[src/design/cdaf_pkg.sv]
// shared types, constants and the fader multiplier function for the cd audio fader
package cdaf_pkg;

  localparam int LEVEL_W = 11;
  localparam int VOL_W   = 7;
  localparam int SMP_W   = 16;
  localparam int PROD_W  = 28;   // sample times multiplier, signed
  localparam int FADE_W  = 18;   // faded sample, signed
  localparam int MIX_W   = 25;   // faded times volume, signed
  localparam int MAG_W   = 24;   // magnitude of the mixed value
  localparam int QUO_W   = 17;   // magnitude after the percent division

  localparam logic [LEVEL_W-1:0] MUL_HIGH   = 11'h7fc;
  localparam logic [LEVEL_W-1:0] MUL_LOW    = 11'h003;
  localparam logic [LEVEL_W-1:0] FULL_LEVEL = 11'h400;
  localparam logic [VOL_W-1:0]   FULL_VOL   = 7'd100;

  // ceil(2^30 / 100); exact floor division for magnitudes below 2^23
  localparam int                 RECIP_SH = 30;
  localparam logic [MAG_W-1:0]   RECIP    = 24'd10737419;

  localparam logic [SMP_W-1:0] SAT_MAX = 16'h7fff;
  localparam logic [SMP_W-1:0] SAT_MIN = 16'h8000;

  typedef enum logic [1:0] {
    ST_IDLE,
    ST_MIX,
    ST_QUO,
    ST_MRG
  } state_t;

  // step enables shared by both lanes
  typedef struct packed {
    logic ld;
    logic mix;
    logic quo;
  } lane_ctl_t;

  function automatic logic [LEVEL_W-1:0] fader_mul(input logic [LEVEL_W-1:0] lvl);
    logic [LEVEL_W-1:0] hi;
    hi = lvl & MUL_HIGH;
    fader_mul = (hi != '0) ? hi : (lvl & MUL_LOW);
  endfunction

endpackage

[src/design/cd_audio_fader_ramp.sv]
// top level of the cd audio fader: config registers, level ramp, sequencer, lanes, merge
//
//  channel | direction | transfer
//  in_     | slave     | tdata = sample_left, sample_right; tuser = playing
//  out_    | master    | tdata = out_left, out_right
//  cfg_    | apb       | 0x0 fade_target, 0x4 mix_volume_percent
//
//  each stereo pair goes through the accept with the fader multiply, the volume multiply,
//  the reciprocal multiply for the divide by 100, then the merge into the output register
//  the level steps toward fade_target at the accepting edge of each playing pair
//  a new pair is taken once the previous one sits in the output register
//  reset restores level 1024, target 1024 and volume 100
module cd_audio_fader_ramp
  import cdaf_pkg::*;
(
  input  logic                clk,
  input  logic                rst_n,
  input  logic                in_tvalid,
  output logic                in_tready,
  input  logic [2*SMP_W-1:0]  in_tdata,   // [15:0] sample_left, [31:16] sample_right
  input  logic                in_tuser,   // [0] playing
  output logic                out_tvalid,
  input  logic                out_tready,
  output logic [2*SMP_W-1:0]  out_tdata,  // [15:0] out_left, [31:16] out_right
  input  logic                cfg_psel,
  input  logic                cfg_penable,
  input  logic                cfg_pwrite,
  input  logic [2:0]          cfg_paddr,
  input  logic [31:0]         cfg_pwdata,
  output logic [31:0]         cfg_prdata,
  output logic                cfg_pready
);

  localparam logic REG_FADE = 1'b0;
  localparam logic REG_VOL  = 1'b1;

  logic [LEVEL_W-1:0] target_r;
  logic [VOL_W-1:0]   vol_r;
  logic [LEVEL_W-1:0] level_r, level_nxt;
  logic               play_r;
  state_t             state_r, state_nxt;
  lane_ctl_t          ctl;
  logic               accept;
  logic               cfg_wr;
  logic               out_free;
  logic               mrg_load;
  logic [LEVEL_W-1:0] mul;
  logic [QUO_W-1:0]   quo_l, quo_rt;
  logic               neg_l, neg_rt;

  assign cfg_pready = 1'b1;
  assign cfg_wr     = cfg_psel && cfg_penable && cfg_pwrite && cfg_pready;

  always_comb begin
    unique case (cfg_paddr[2])
      REG_FADE: cfg_prdata = {{(32-LEVEL_W){1'b0}}, target_r};
      REG_VOL:  cfg_prdata = {{(32-VOL_W){1'b0}}, vol_r};
      default:  cfg_prdata = '0;
    endcase
  end

  always_ff @(posedge clk) begin
    if (!rst_n) begin
      target_r <= FULL_LEVEL;
      vol_r    <= FULL_VOL;
    end else if (cfg_wr) begin
      if (cfg_paddr[2] == REG_FADE) begin
        target_r <= cfg_pwdata[LEVEL_W-1:0];
      end else begin
        vol_r <= cfg_pwdata[VOL_W-1:0];
      end
    end
  end

  assign accept = in_tvalid && in_tready;
  assign mul    = fader_mul(level_r);

  always_comb begin
    level_nxt = level_r;
    if (accept && in_tuser) begin
      if (level_r < target_r) begin
        level_nxt = level_r + 1'b1;
      end else if (level_r > target_r) begin
        level_nxt = level_r - 1'b1;
      end
    end
  end

  always_ff @(posedge clk) begin
    if (!rst_n) begin
      level_r <= FULL_LEVEL;
      state_r <= ST_IDLE;
    end else begin
      level_r <= level_nxt;
      state_r <= state_nxt;
    end
  end

  always_ff @(posedge clk) begin
    if (accept) begin
      play_r <= in_tuser;
    end
  end

  assign out_free = !out_tvalid || out_tready;

  // next state
  always_comb begin
    state_nxt = state_r;
    unique case (state_r)
      ST_IDLE: if (in_tvalid) state_nxt = ST_MIX;
      ST_MIX:  state_nxt = ST_QUO;
      ST_QUO:  state_nxt = ST_MRG;
      ST_MRG:  if (out_free) state_nxt = ST_IDLE;
      default: state_nxt = ST_IDLE;
    endcase
  end

  // outputs
  always_comb begin
    in_tready = 1'b0;
    ctl       = '0;
    mrg_load  = 1'b0;
    unique case (state_r)
      ST_IDLE: begin
        in_tready = 1'b1;
        ctl.ld    = in_tvalid;
      end
      ST_MIX:  ctl.mix = 1'b1;
      ST_QUO:  ctl.quo = 1'b1;
      ST_MRG:  mrg_load = out_free;
      default: ;
    endcase
  end

  cdaf_lane u_lane_l (
    .clk    (clk),
    .ctl    (ctl),
    .sample (signed'(in_tdata[SMP_W-1:0])),
    .mul    (mul),
    .vol    (vol_r),
    .quo    (quo_l),
    .neg    (neg_l)
  );

  cdaf_lane u_lane_r (
    .clk    (clk),
    .ctl    (ctl),
    .sample (signed'(in_tdata[2*SMP_W-1:SMP_W])),
    .mul    (mul),
    .vol    (vol_r),
    .quo    (quo_rt),
    .neg    (neg_rt)
  );

  cdaf_merge u_merge (
    .clk        (clk),
    .rst_n      (rst_n),
    .load       (mrg_load),
    .playing    (play_r),
    .quo_l      (quo_l),
    .neg_l      (neg_l),
    .quo_r      (quo_rt),
    .neg_r      (neg_rt),
    .out_tvalid (out_tvalid),
    .out_tready (out_tready),
    .out_tdata  (out_tdata)
  );

endmodule

[src/design/cdaf_lane.sv]
// one channel lane: fader multiply, volume multiply, divide by 100 via reciprocal
module cdaf_lane
  import cdaf_pkg::*;
(
  input  logic                      clk,
  input  lane_ctl_t                 ctl,
  input  logic signed [SMP_W-1:0]   sample,
  input  logic [LEVEL_W-1:0]        mul,
  input  logic [VOL_W-1:0]          vol,
  output logic [QUO_W-1:0]          quo,
  output logic                      neg
);

  logic signed [PROD_W-1:0] prod_r;
  logic [VOL_W-1:0]         vol_r;
  logic signed [PROD_W-1:0] bias;
  logic signed [PROD_W-1:0] biased;
  logic signed [FADE_W-1:0] faded;
  logic signed [MIX_W-1:0]  mix_r;
  logic signed [MIX_W-1:0]  mix_abs;
  logic [MAG_W-1:0]         mag;
  logic [2*MAG_W-1:0]       recip_prod;
  logic [QUO_W-1:0]         quo_r;
  logic                     neg_r;

  // round toward zero on the shift by adding 1023 to negative products
  assign bias    = signed'({{(PROD_W-10){1'b0}}, {10{prod_r[PROD_W-1]}}});
  assign biased  = prod_r + bias;
  assign faded   = biased[PROD_W-1:10];
  assign mix_abs = mix_r[MIX_W-1] ? -mix_r : mix_r;
  assign mag     = mix_abs[MAG_W-1:0];
  assign recip_prod = mag * RECIP;

  always_ff @(posedge clk) begin
    if (ctl.ld) begin
      prod_r <= sample * signed'({1'b0, mul});
      vol_r  <= vol;
    end
    if (ctl.mix) begin
      mix_r <= MIX_W'(faded * signed'({1'b0, vol_r}));
    end
    if (ctl.quo) begin
      quo_r <= recip_prod[RECIP_SH +: QUO_W];
      neg_r <= mix_r[MIX_W-1];
    end
  end

  assign quo = quo_r;
  assign neg = neg_r;

endmodule

[src/design/cdaf_merge.sv]
// merge stage: sign, saturation, silence and the output register for the stereo pair
module cdaf_merge
  import cdaf_pkg::*;
(
  input  logic                clk,
  input  logic                rst_n,
  input  logic                load,
  input  logic                playing,
  input  logic [QUO_W-1:0]    quo_l,
  input  logic                neg_l,
  input  logic [QUO_W-1:0]    quo_r,
  input  logic                neg_r,
  output logic                out_tvalid,
  input  logic                out_tready,
  output logic [2*SMP_W-1:0]  out_tdata
);

  function automatic logic [SMP_W-1:0] finish(input logic [QUO_W-1:0] q, input logic n,
                                              input logic play);
    logic signed [QUO_W:0] v;
    v = n ? -signed'({1'b0, q}) : signed'({1'b0, q});
    if (!play) begin
      finish = '0;
    end else if (v > signed'({{(QUO_W+1-SMP_W){1'b0}}, SAT_MAX})) begin
      finish = SAT_MAX;
    end else if (v < signed'({{(QUO_W+1-SMP_W){1'b1}}, SAT_MIN})) begin
      finish = SAT_MIN;
    end else begin
      finish = v[SMP_W-1:0];
    end
  endfunction

  logic                valid_r, valid_nxt;
  logic [2*SMP_W-1:0]  data_r;

  always_comb begin
    valid_nxt = valid_r;
    if (load) begin
      valid_nxt = 1'b1;
    end else if (out_tready) begin
      valid_nxt = 1'b0;
    end
  end

  always_ff @(posedge clk) begin
    if (!rst_n) begin
      valid_r <= 1'b0;
    end else begin
      valid_r <= valid_nxt;
    end
  end

  always_ff @(posedge clk) begin
    if (load) begin
      data_r <= {finish(quo_r, neg_r, playing), finish(quo_l, neg_l, playing)};
    end
  end

  assign out_tvalid = valid_r;
  assign out_tdata  = data_r;

endmodule

[config.mk]
export PLATFORM = sky130hd
export DESIGN_NAME = cd_audio_fader_ramp
export DESIGN_NICKNAME = d
export VERILOG_FILES = /design/src/design/cdaf_pkg.sv /design/src/design/cd_audio_fader_ramp.sv /design/src/design/cdaf_lane.sv /design/src/design/cdaf_merge.sv
export SDC_FILE = /design/constraint.sdc
export NUM_CORES = 2
export LEC_CHECK = 0
export ABC_AREA = 1
export BUFFER_PORTS_ARGS = -buffer_cell sky130_fd_sc_hd__buf_2
export CAP_MARGIN = 20
export CORE_MARGIN = 1
export CORE_UTILIZATION = 60
export DETAILED_ROUTE_END_ITERATION = 8
export PLACE_DENSITY_LB_ADDON = 0.2
export SKIP_LAST_GASP = 1
export SYNTH_ARGS = -nofsm -noshare
export SYNTH_HDL_FRONTEND = slang
export SYNTH_SLANG_ARGS = --single-unit
[constraint.sdc]
create_clock -name clk -period 6.87 [get_ports clk]
set_input_delay 0 -clock clk [delete_from_list [all_inputs] [get_ports clk]]
set_output_delay 0 -clock clk [all_outputs]
set_load 0.01 [all_outputs]
# Word level (Yosys, flattened, before mapping)
# Index checks and enable logic that the tools add are counted.
dict set report word_totals {
  out_inout_bits 67
  inputBits 75
  regBits 214
  wordCells 83
}
dict set report classes {
  add_sub_neg 8
  bitwise_logic 2
  multipliers 6
  reduce_logical 16
  n_lt_le_gt_ge 6
  n_eq_ne 5
  muxes 22
}
# cell count
set ops {}
lappend ops {{$mul 24x24->47 const B} 2}
lappend ops {{$pmux 32 s2} 1}
lappend ops {{$add 28x11->28} 2}
lappend ops {{$mul 16x12->28} 2}
lappend ops {{$mul 18x8->25} 2}
lappend ops {{$mux 24} 2}
lappend ops {{$neg 24->24} 2}
lappend ops {{$gt 18x16->1 const B} 2}
lappend ops {{$lt 18x16->1 const B} 2}
lappend ops {{$mux 18} 2}
lappend ops {{$neg 17->18} 2}
lappend ops {{$mux 11} 3}
lappend ops {{$mux 16} 2}
lappend ops {{$mux 15} 2}
lappend ops {{$add 11x1->11 const B} 1}
lappend ops {{$gt 11x11->1} 1}
lappend ops {{$lt 11x11->1} 1}
lappend ops {{$reduce_bool 11->1} 1}
lappend ops {{$sub 11x1->11 const B} 1}
lappend ops {{$pmux 2 s4} 1}
lappend ops {{$reduce_and 2->1} 4}
lappend ops {{$mux 1} 7}
lappend ops {{$eq 2x2->1 const B} 2}
lappend ops {{$logic_and 1x1->1} 4}
lappend ops {{other kinds (9)} 14}

# Longest topological paths before layout
dict set report logic_depth {
  word_depth 5
  ltp_mapped 37
  depth_no_buf 37
}

# By module
# A second synthesis with hierarchy kept.
dict set report unflattened {
  cells_unflattened 7533
  area_unflattened_um2 59427.0
}
# mod area_per_inst_um2 cells_per_inst n_inst seq_area_each_um2
set by_module_without_submodules {}
lappend by_module_without_submodules {{cdaf_lane (u_lane_l)} 27461.3 3476 1 2342.2}
lappend by_module_without_submodules {{cdaf_lane (u_lane_r)} 27224.9 3429 1 2342.2}
lappend by_module_without_submodules {cd_audio_fader_ramp 2413.6 351 1 650.6}
lappend by_module_without_submodules {cdaf_merge 2327.2 277 1 980.9}

# Least setup slack after synthesis
# OpenSTA, ideal clock, no wires.
dict set report synth_path {
  path_type {register to register}
  from {register u_lane_l.mix_r[0]}
  to {register u_lane_l.quo_r[16], in the netlist u_lane_l.quo[16] (data pin)}
  path_stages_with_launch 31
  path_slack_ns 0.057
  setup_ns 0.252
  required_ns 6.618
  period_less_slack_ns 6.813
  t_arrival_ns 6.561
  cell_sequence {edfxtp_1 inv_1 ha_1 nand3_1 nor2_1 nand3_1 nand2_1 nand2_1 xor2_1 ha_1 fa_1 inv_1 fa_1 inv_1 fa_1 fa_1 fa_1 inv_1 fa_1 inv_1 ha_1 nand2_1 nor2_1 nand2_1 nor2_1 nand2_1 o21bai_1 inv_1 nor2_1 nand2_1 nand2_1}
}
dict set report synth_via {
  elab_chain_cells 3
}
# element line
set synth_rtl {}
lappend synth_rtl {{start: declaration} cdaf_lane.sv:19} ;# logic signed [MIX_W-1:0] mix_r;
lappend synth_rtl {{start signal: assignment} cdaf_lane.sv:40} ;# mix_r <= MIX_W'(faded * signed'({1'b0, vol_r}));
lappend synth_rtl {{$neg 24->24} cdaf_lane.sv:30} ;# assign mix_abs = mix_r[MIX_W-1] ? -mix_r : mix_r;
lappend synth_rtl {{$mux 24 (*)} cdaf_lane.sv:30}
lappend synth_rtl {{$mul 24x24->47 (*)} cdaf_lane.sv:32} ;# assign recip_prod = mag * RECIP;
lappend synth_rtl {{via u_lane_l.recip_prod[46]} cdaf_lane.sv:22} ;# logic [2*MAG_W-1:0] recip_prod;
lappend synth_rtl {{end signal: assignment} cdaf_lane.sv:43} ;# quo_r <= recip_prod[RECIP_SH +: QUO_W];
lappend synth_rtl {{end: declaration} cdaf_lane.sv:23} ;# logic [QUO_W-1:0] quo_r;
# The timed path passes the listed nets; every way through them passes the cells marked *.
# A chain may end at the register's enable or synchronous reset.

# Worst setup path in the final report
dict set report layout_path {
  from {register u_lane_r.mix_r[0]}
  to {register u_lane_r.quo_r[13], in the netlist u_lane_r.quo[13] (data pin)}
}
dict set report layout_via {
  elab_chain_cells 3
}
# element line
set layout_rtl {}
lappend layout_rtl {{start: declaration} cdaf_lane.sv:19}
lappend layout_rtl {{start signal: assignment} cdaf_lane.sv:40}
lappend layout_rtl {{$neg 24->24} cdaf_lane.sv:30}
lappend layout_rtl {{$mux 24 (*)} cdaf_lane.sv:30}
lappend layout_rtl {{$mul 24x24->47 (*)} cdaf_lane.sv:32}
lappend layout_rtl {{via u_lane_r.recip_prod[43]} cdaf_lane.sv:22}
lappend layout_rtl {{end signal: assignment} cdaf_lane.sv:43}
lappend layout_rtl {{end: declaration} cdaf_lane.sv:23}
# Marked as above.

==> flow_summary_export.csv <==
group,metric,value,unit
outcome,status,"completed",
global_route,first_global_vias,48600,
logic_synthesis,synth_top_family_by_area,"adder cells",
worst_setup_path,crit_type,"flip-flop to flip-flop",
floorplanning,num_rows,113,
sta,fmaxAchievable,0.148,GHz
sta,finalCriticalPeriod,6750,ps
sta,period_share,98.2,%
global_route,grt-ovfl-total,0,
detailed_routing,vias,46800,
logic_synthesis,yosys_warnings,0,
clock_tree,clk_path_buf_depth,3,
floorplanning,num_io_pins,142,
logic_synthesis,synthDistinctLibCells,53,
floorplanning,core_area,95400,um^2
min_path,hold_class,"primary input to flip-flop",
worst_setup_path,start_kind,"flip-flop",
detailed_routing,drt_wl_total,152000,um
logic_synthesis,synth_cells,7334,
sta,fin_tns_setup,0,ps
logic_synthesis,synth_xor_area_share,2.99,%
clock_tree,root_buffer,"clkbuf_16",
placed_design,place_hpwl,132000,um
clock_tree,clk_pin_slew,60,ps
detailed_routing,wl_per_cell,17.2,um
logic_synthesis,ys_seq_area_share,10.5,%
clock_tree,clock-sinks,214,
clock_tree,h-tree-depth,1,
logic_synthesis,synth_top_area_share,32.6,%
sta,rsz0062_at_grt,"yes",
placed_design,port_buffers,96,
logic_synthesis,synth_async_sr_flop_share,0,%
worst_setup_path,cp_max_fo,5,
logic_synthesis,yosys.area_share.simple,17.8,%
worst_setup_path,cp-end-kind,"flip-flop",
logic_synthesis,synth_area_per_cell,7.92,um^2
worst_setup_path,cpPeakStageDelay,640,ps
logic_synthesis,synth_edf_count,182,
placed_design,gp_congestion,1.01,
detailed_routing,drtPass1Iterations,6,
detailed_routing,drc_errors,0,
detailed_routing,drt_iter0_drc,2748,
layout,fin_nets,9380,
logic_synthesis,synth-compound-area-share,5.26,%
sta,maxSlewViolCount,0,
worst_setup_path,worstPathRequired,7220,ps
layout,drive_gt1_share,9.08,%
worst_setup_path,slowest_stage,"fa_2",
layout,syn2layout_area_growth,9.90,%
clock_tree,clock_latency,610,ps
clock_tree,cts_tree,"yes",
logic_synthesis,yosysTopAreaCell,"fa_1",
sta,hold_viol,0,
clock_tree,numCtsBuffers,27,
floorplanning,die_width,313,um
floorplanning,start_util,60.9,%
sta,slew_headroom,39.9,%
logic_synthesis,synthAdderAreaFrac,49.5,%
global_route,grt_pass1_wl,245000,um
logic_synthesis,synthMuxAreaShare,0,%
detailed_routing,ant_nets,0,
floorplanning,fp.dieH,313,um
logic_synthesis,synth-main-ff-cell,"edfxtp_1",
global_route,track_usage,31.3,%
logic_synthesis,syn_area,58100,um^2
global_route,antenna_found_initial,0,
sta,setup_viol,0,
logic_synthesis,synthTopCellsByArea,"fa_1, ha_1, inv_1, edfxtp_1, nand2_1",
worst_setup_path,arrival,7100,ps
floorplanning,dieArea,98100,um^2
layout,fin_util,66.9,%
detailed_routing,via_per_inst,5.28,
layout,num_antenna_cells,0,
flow_run,drv_cap,0,
sta,finClkSkew,20.9,ps
sta,worst_pin_slew,902,ps
logic_synthesis,yosys_register_bits,214,
global_route,grt_max_degree,66,
## final cells by class
cell class | instances | area, um^2
multi-input combinational | 5024 | 45500
fill | 8132 | 31600
inverter | 1974 | 7410
sequential | 214 | 6110
timing repair buffer | 331 | 2400
tap | 1265 | 1580
clock buffer | 31 | 691
clock inverter | 18 | 191
## path summary, 6_finish.rpt
path,startpoint,slack (ps),endpoint,depth (start not counted)
hold / removal,in_tdata[1],80,u_lane_l.prod_r[1],4
hold reg to reg,vol_r[0],470,u_lane_r.vol_r[0],0
setup / recovery,u_lane_r.mix_r[0],120,u_lane_r.quo[13],30
setup reg to reg,u_lane_r.mix_r[0],120,u_lane_r.quo[13],30
## layout by cell type, fill, tap and decap left out, drive strengths merged, types with 14 or more instances in the layout
master       instances
a21o                18
clkinv              15
xor2               130
edfxtp             182
clkbuf              32
o21bai              45
fa                 946
nand2             1409
nand3              275
a21oi              266
o21ai              190
dfxtp               32
nand4               64
inv               1973
ha                 787
conb                22
or2                 14
dlygate4sd3         35
nor3                53
buf                295
nor2               670
xnor2               60
nand3b              15
## timing repair
action,in CTS,in global routing
gates resized for setup,2,340
cloned,0,1
setup endpoints to repair,2,34
hold endpoints to repair,35,0
hold buffers,35,0
setup buffers,0,30
pin swaps,0,95
## through the flow
| stage | std cells | worst slack, ps | instance area (um^2) | hold slack (ps) |
|---|---|---|---|---|
| floorplan | 7354 | 56.6 | 58200 | 98.9 |
| global placement | 8742 | 47.1 | 60900 | 222 |
| detailed placement | 8742 | -14.4 | 60900 | 225 |
| CTS | 8826 | 4.50 | 62100 | 15.9 |
| global route | 8857 | -127 | 63900 | 123 |
| finish | 8857 | 122 | 63900 | 76.5 |
## Yosys cell counts, types with 3 or more instances
cell type,number
buf_4,27
nor2_4,3
a21o_1,18
inv_1,1953
o21ai_2,5
o21ai_1,4
nand2_2,21
nand2_1,1388
o21ai_0,181
buf_2,10
or2_2,9
a21boi_0,9
xor2_2,5
a31oi_1,12
nor4_1,13
edfxtp_1,182
or2_1,5
clkbuf_1,100
buf_1,3
nand4_1,64
nand3_1,268
clkinv_1,6
nor2_1,654
xor2_1,123
a21oi_1,266
xnor2_1,60
nor3_1,51
inv_2,15
and3_1,3
dfxtp_1,32
o21a_1,3
ha_1,787
nor2_2,13
o211ai_1,9
o21bai_1,43
nand3_2,7
fa_1,946
nand3b_1,14
## worst max-delay path: cells and delay by family (launching register included)
kind	cells	cell delay [ps]
flops	1	400
buf+inv	6	590
compound gates	2	300
fa+ha+maj	9	3580
simple gates	13	1620
## per-layer routing
metal  track usage, %  share of wire (%)
met1             39.4                 41
met4             11.0                3.8
met3             2.66                4.7
met2             56.2                 50
met5                0                  0
## cell families (layout without fill, tap and decap cells)
| logic type | count (synthesis) | in the layout |
|---|---|---|
| buf+inv | 2116 | 2354 |
| fa+ha+maj | 1733 | 1733 |
| other cells | 2 | 22 |
| simple gates | 2521 | 2521 |
| flops | 214 | 214 |
| compound gates | 558 | 558 |
| xor+xnor | 190 | 190 |
## flip-flops by register name (all words and copies together) (netlist names)
| signal | flops |
|---|---|
| vol_r | 7 |
| play_r | 1 |
| u_lane_r.neg | 1 |
| level_r | 11 |
| u_merge.out_tvalid | 1 |
| u_lane_r.mix_r | 25 |
| target_r | 11 |
| state_r | 2 |
| u_lane_l.neg | 1 |
| u_lane_r.prod_r | 28 |
| u_lane_l.mix_r | 25 |
| u_lane_r.vol_r | 7 |
| u_lane_l.quo | 17 |
| u_merge.out_tdata | 32 |
| u_lane_r.quo | 17 |
| u_lane_l.prod_r | 28 |
Power is not shown: default switching activity piles up to over one toggle a cycle in this logic, so the estimate is an artifact.
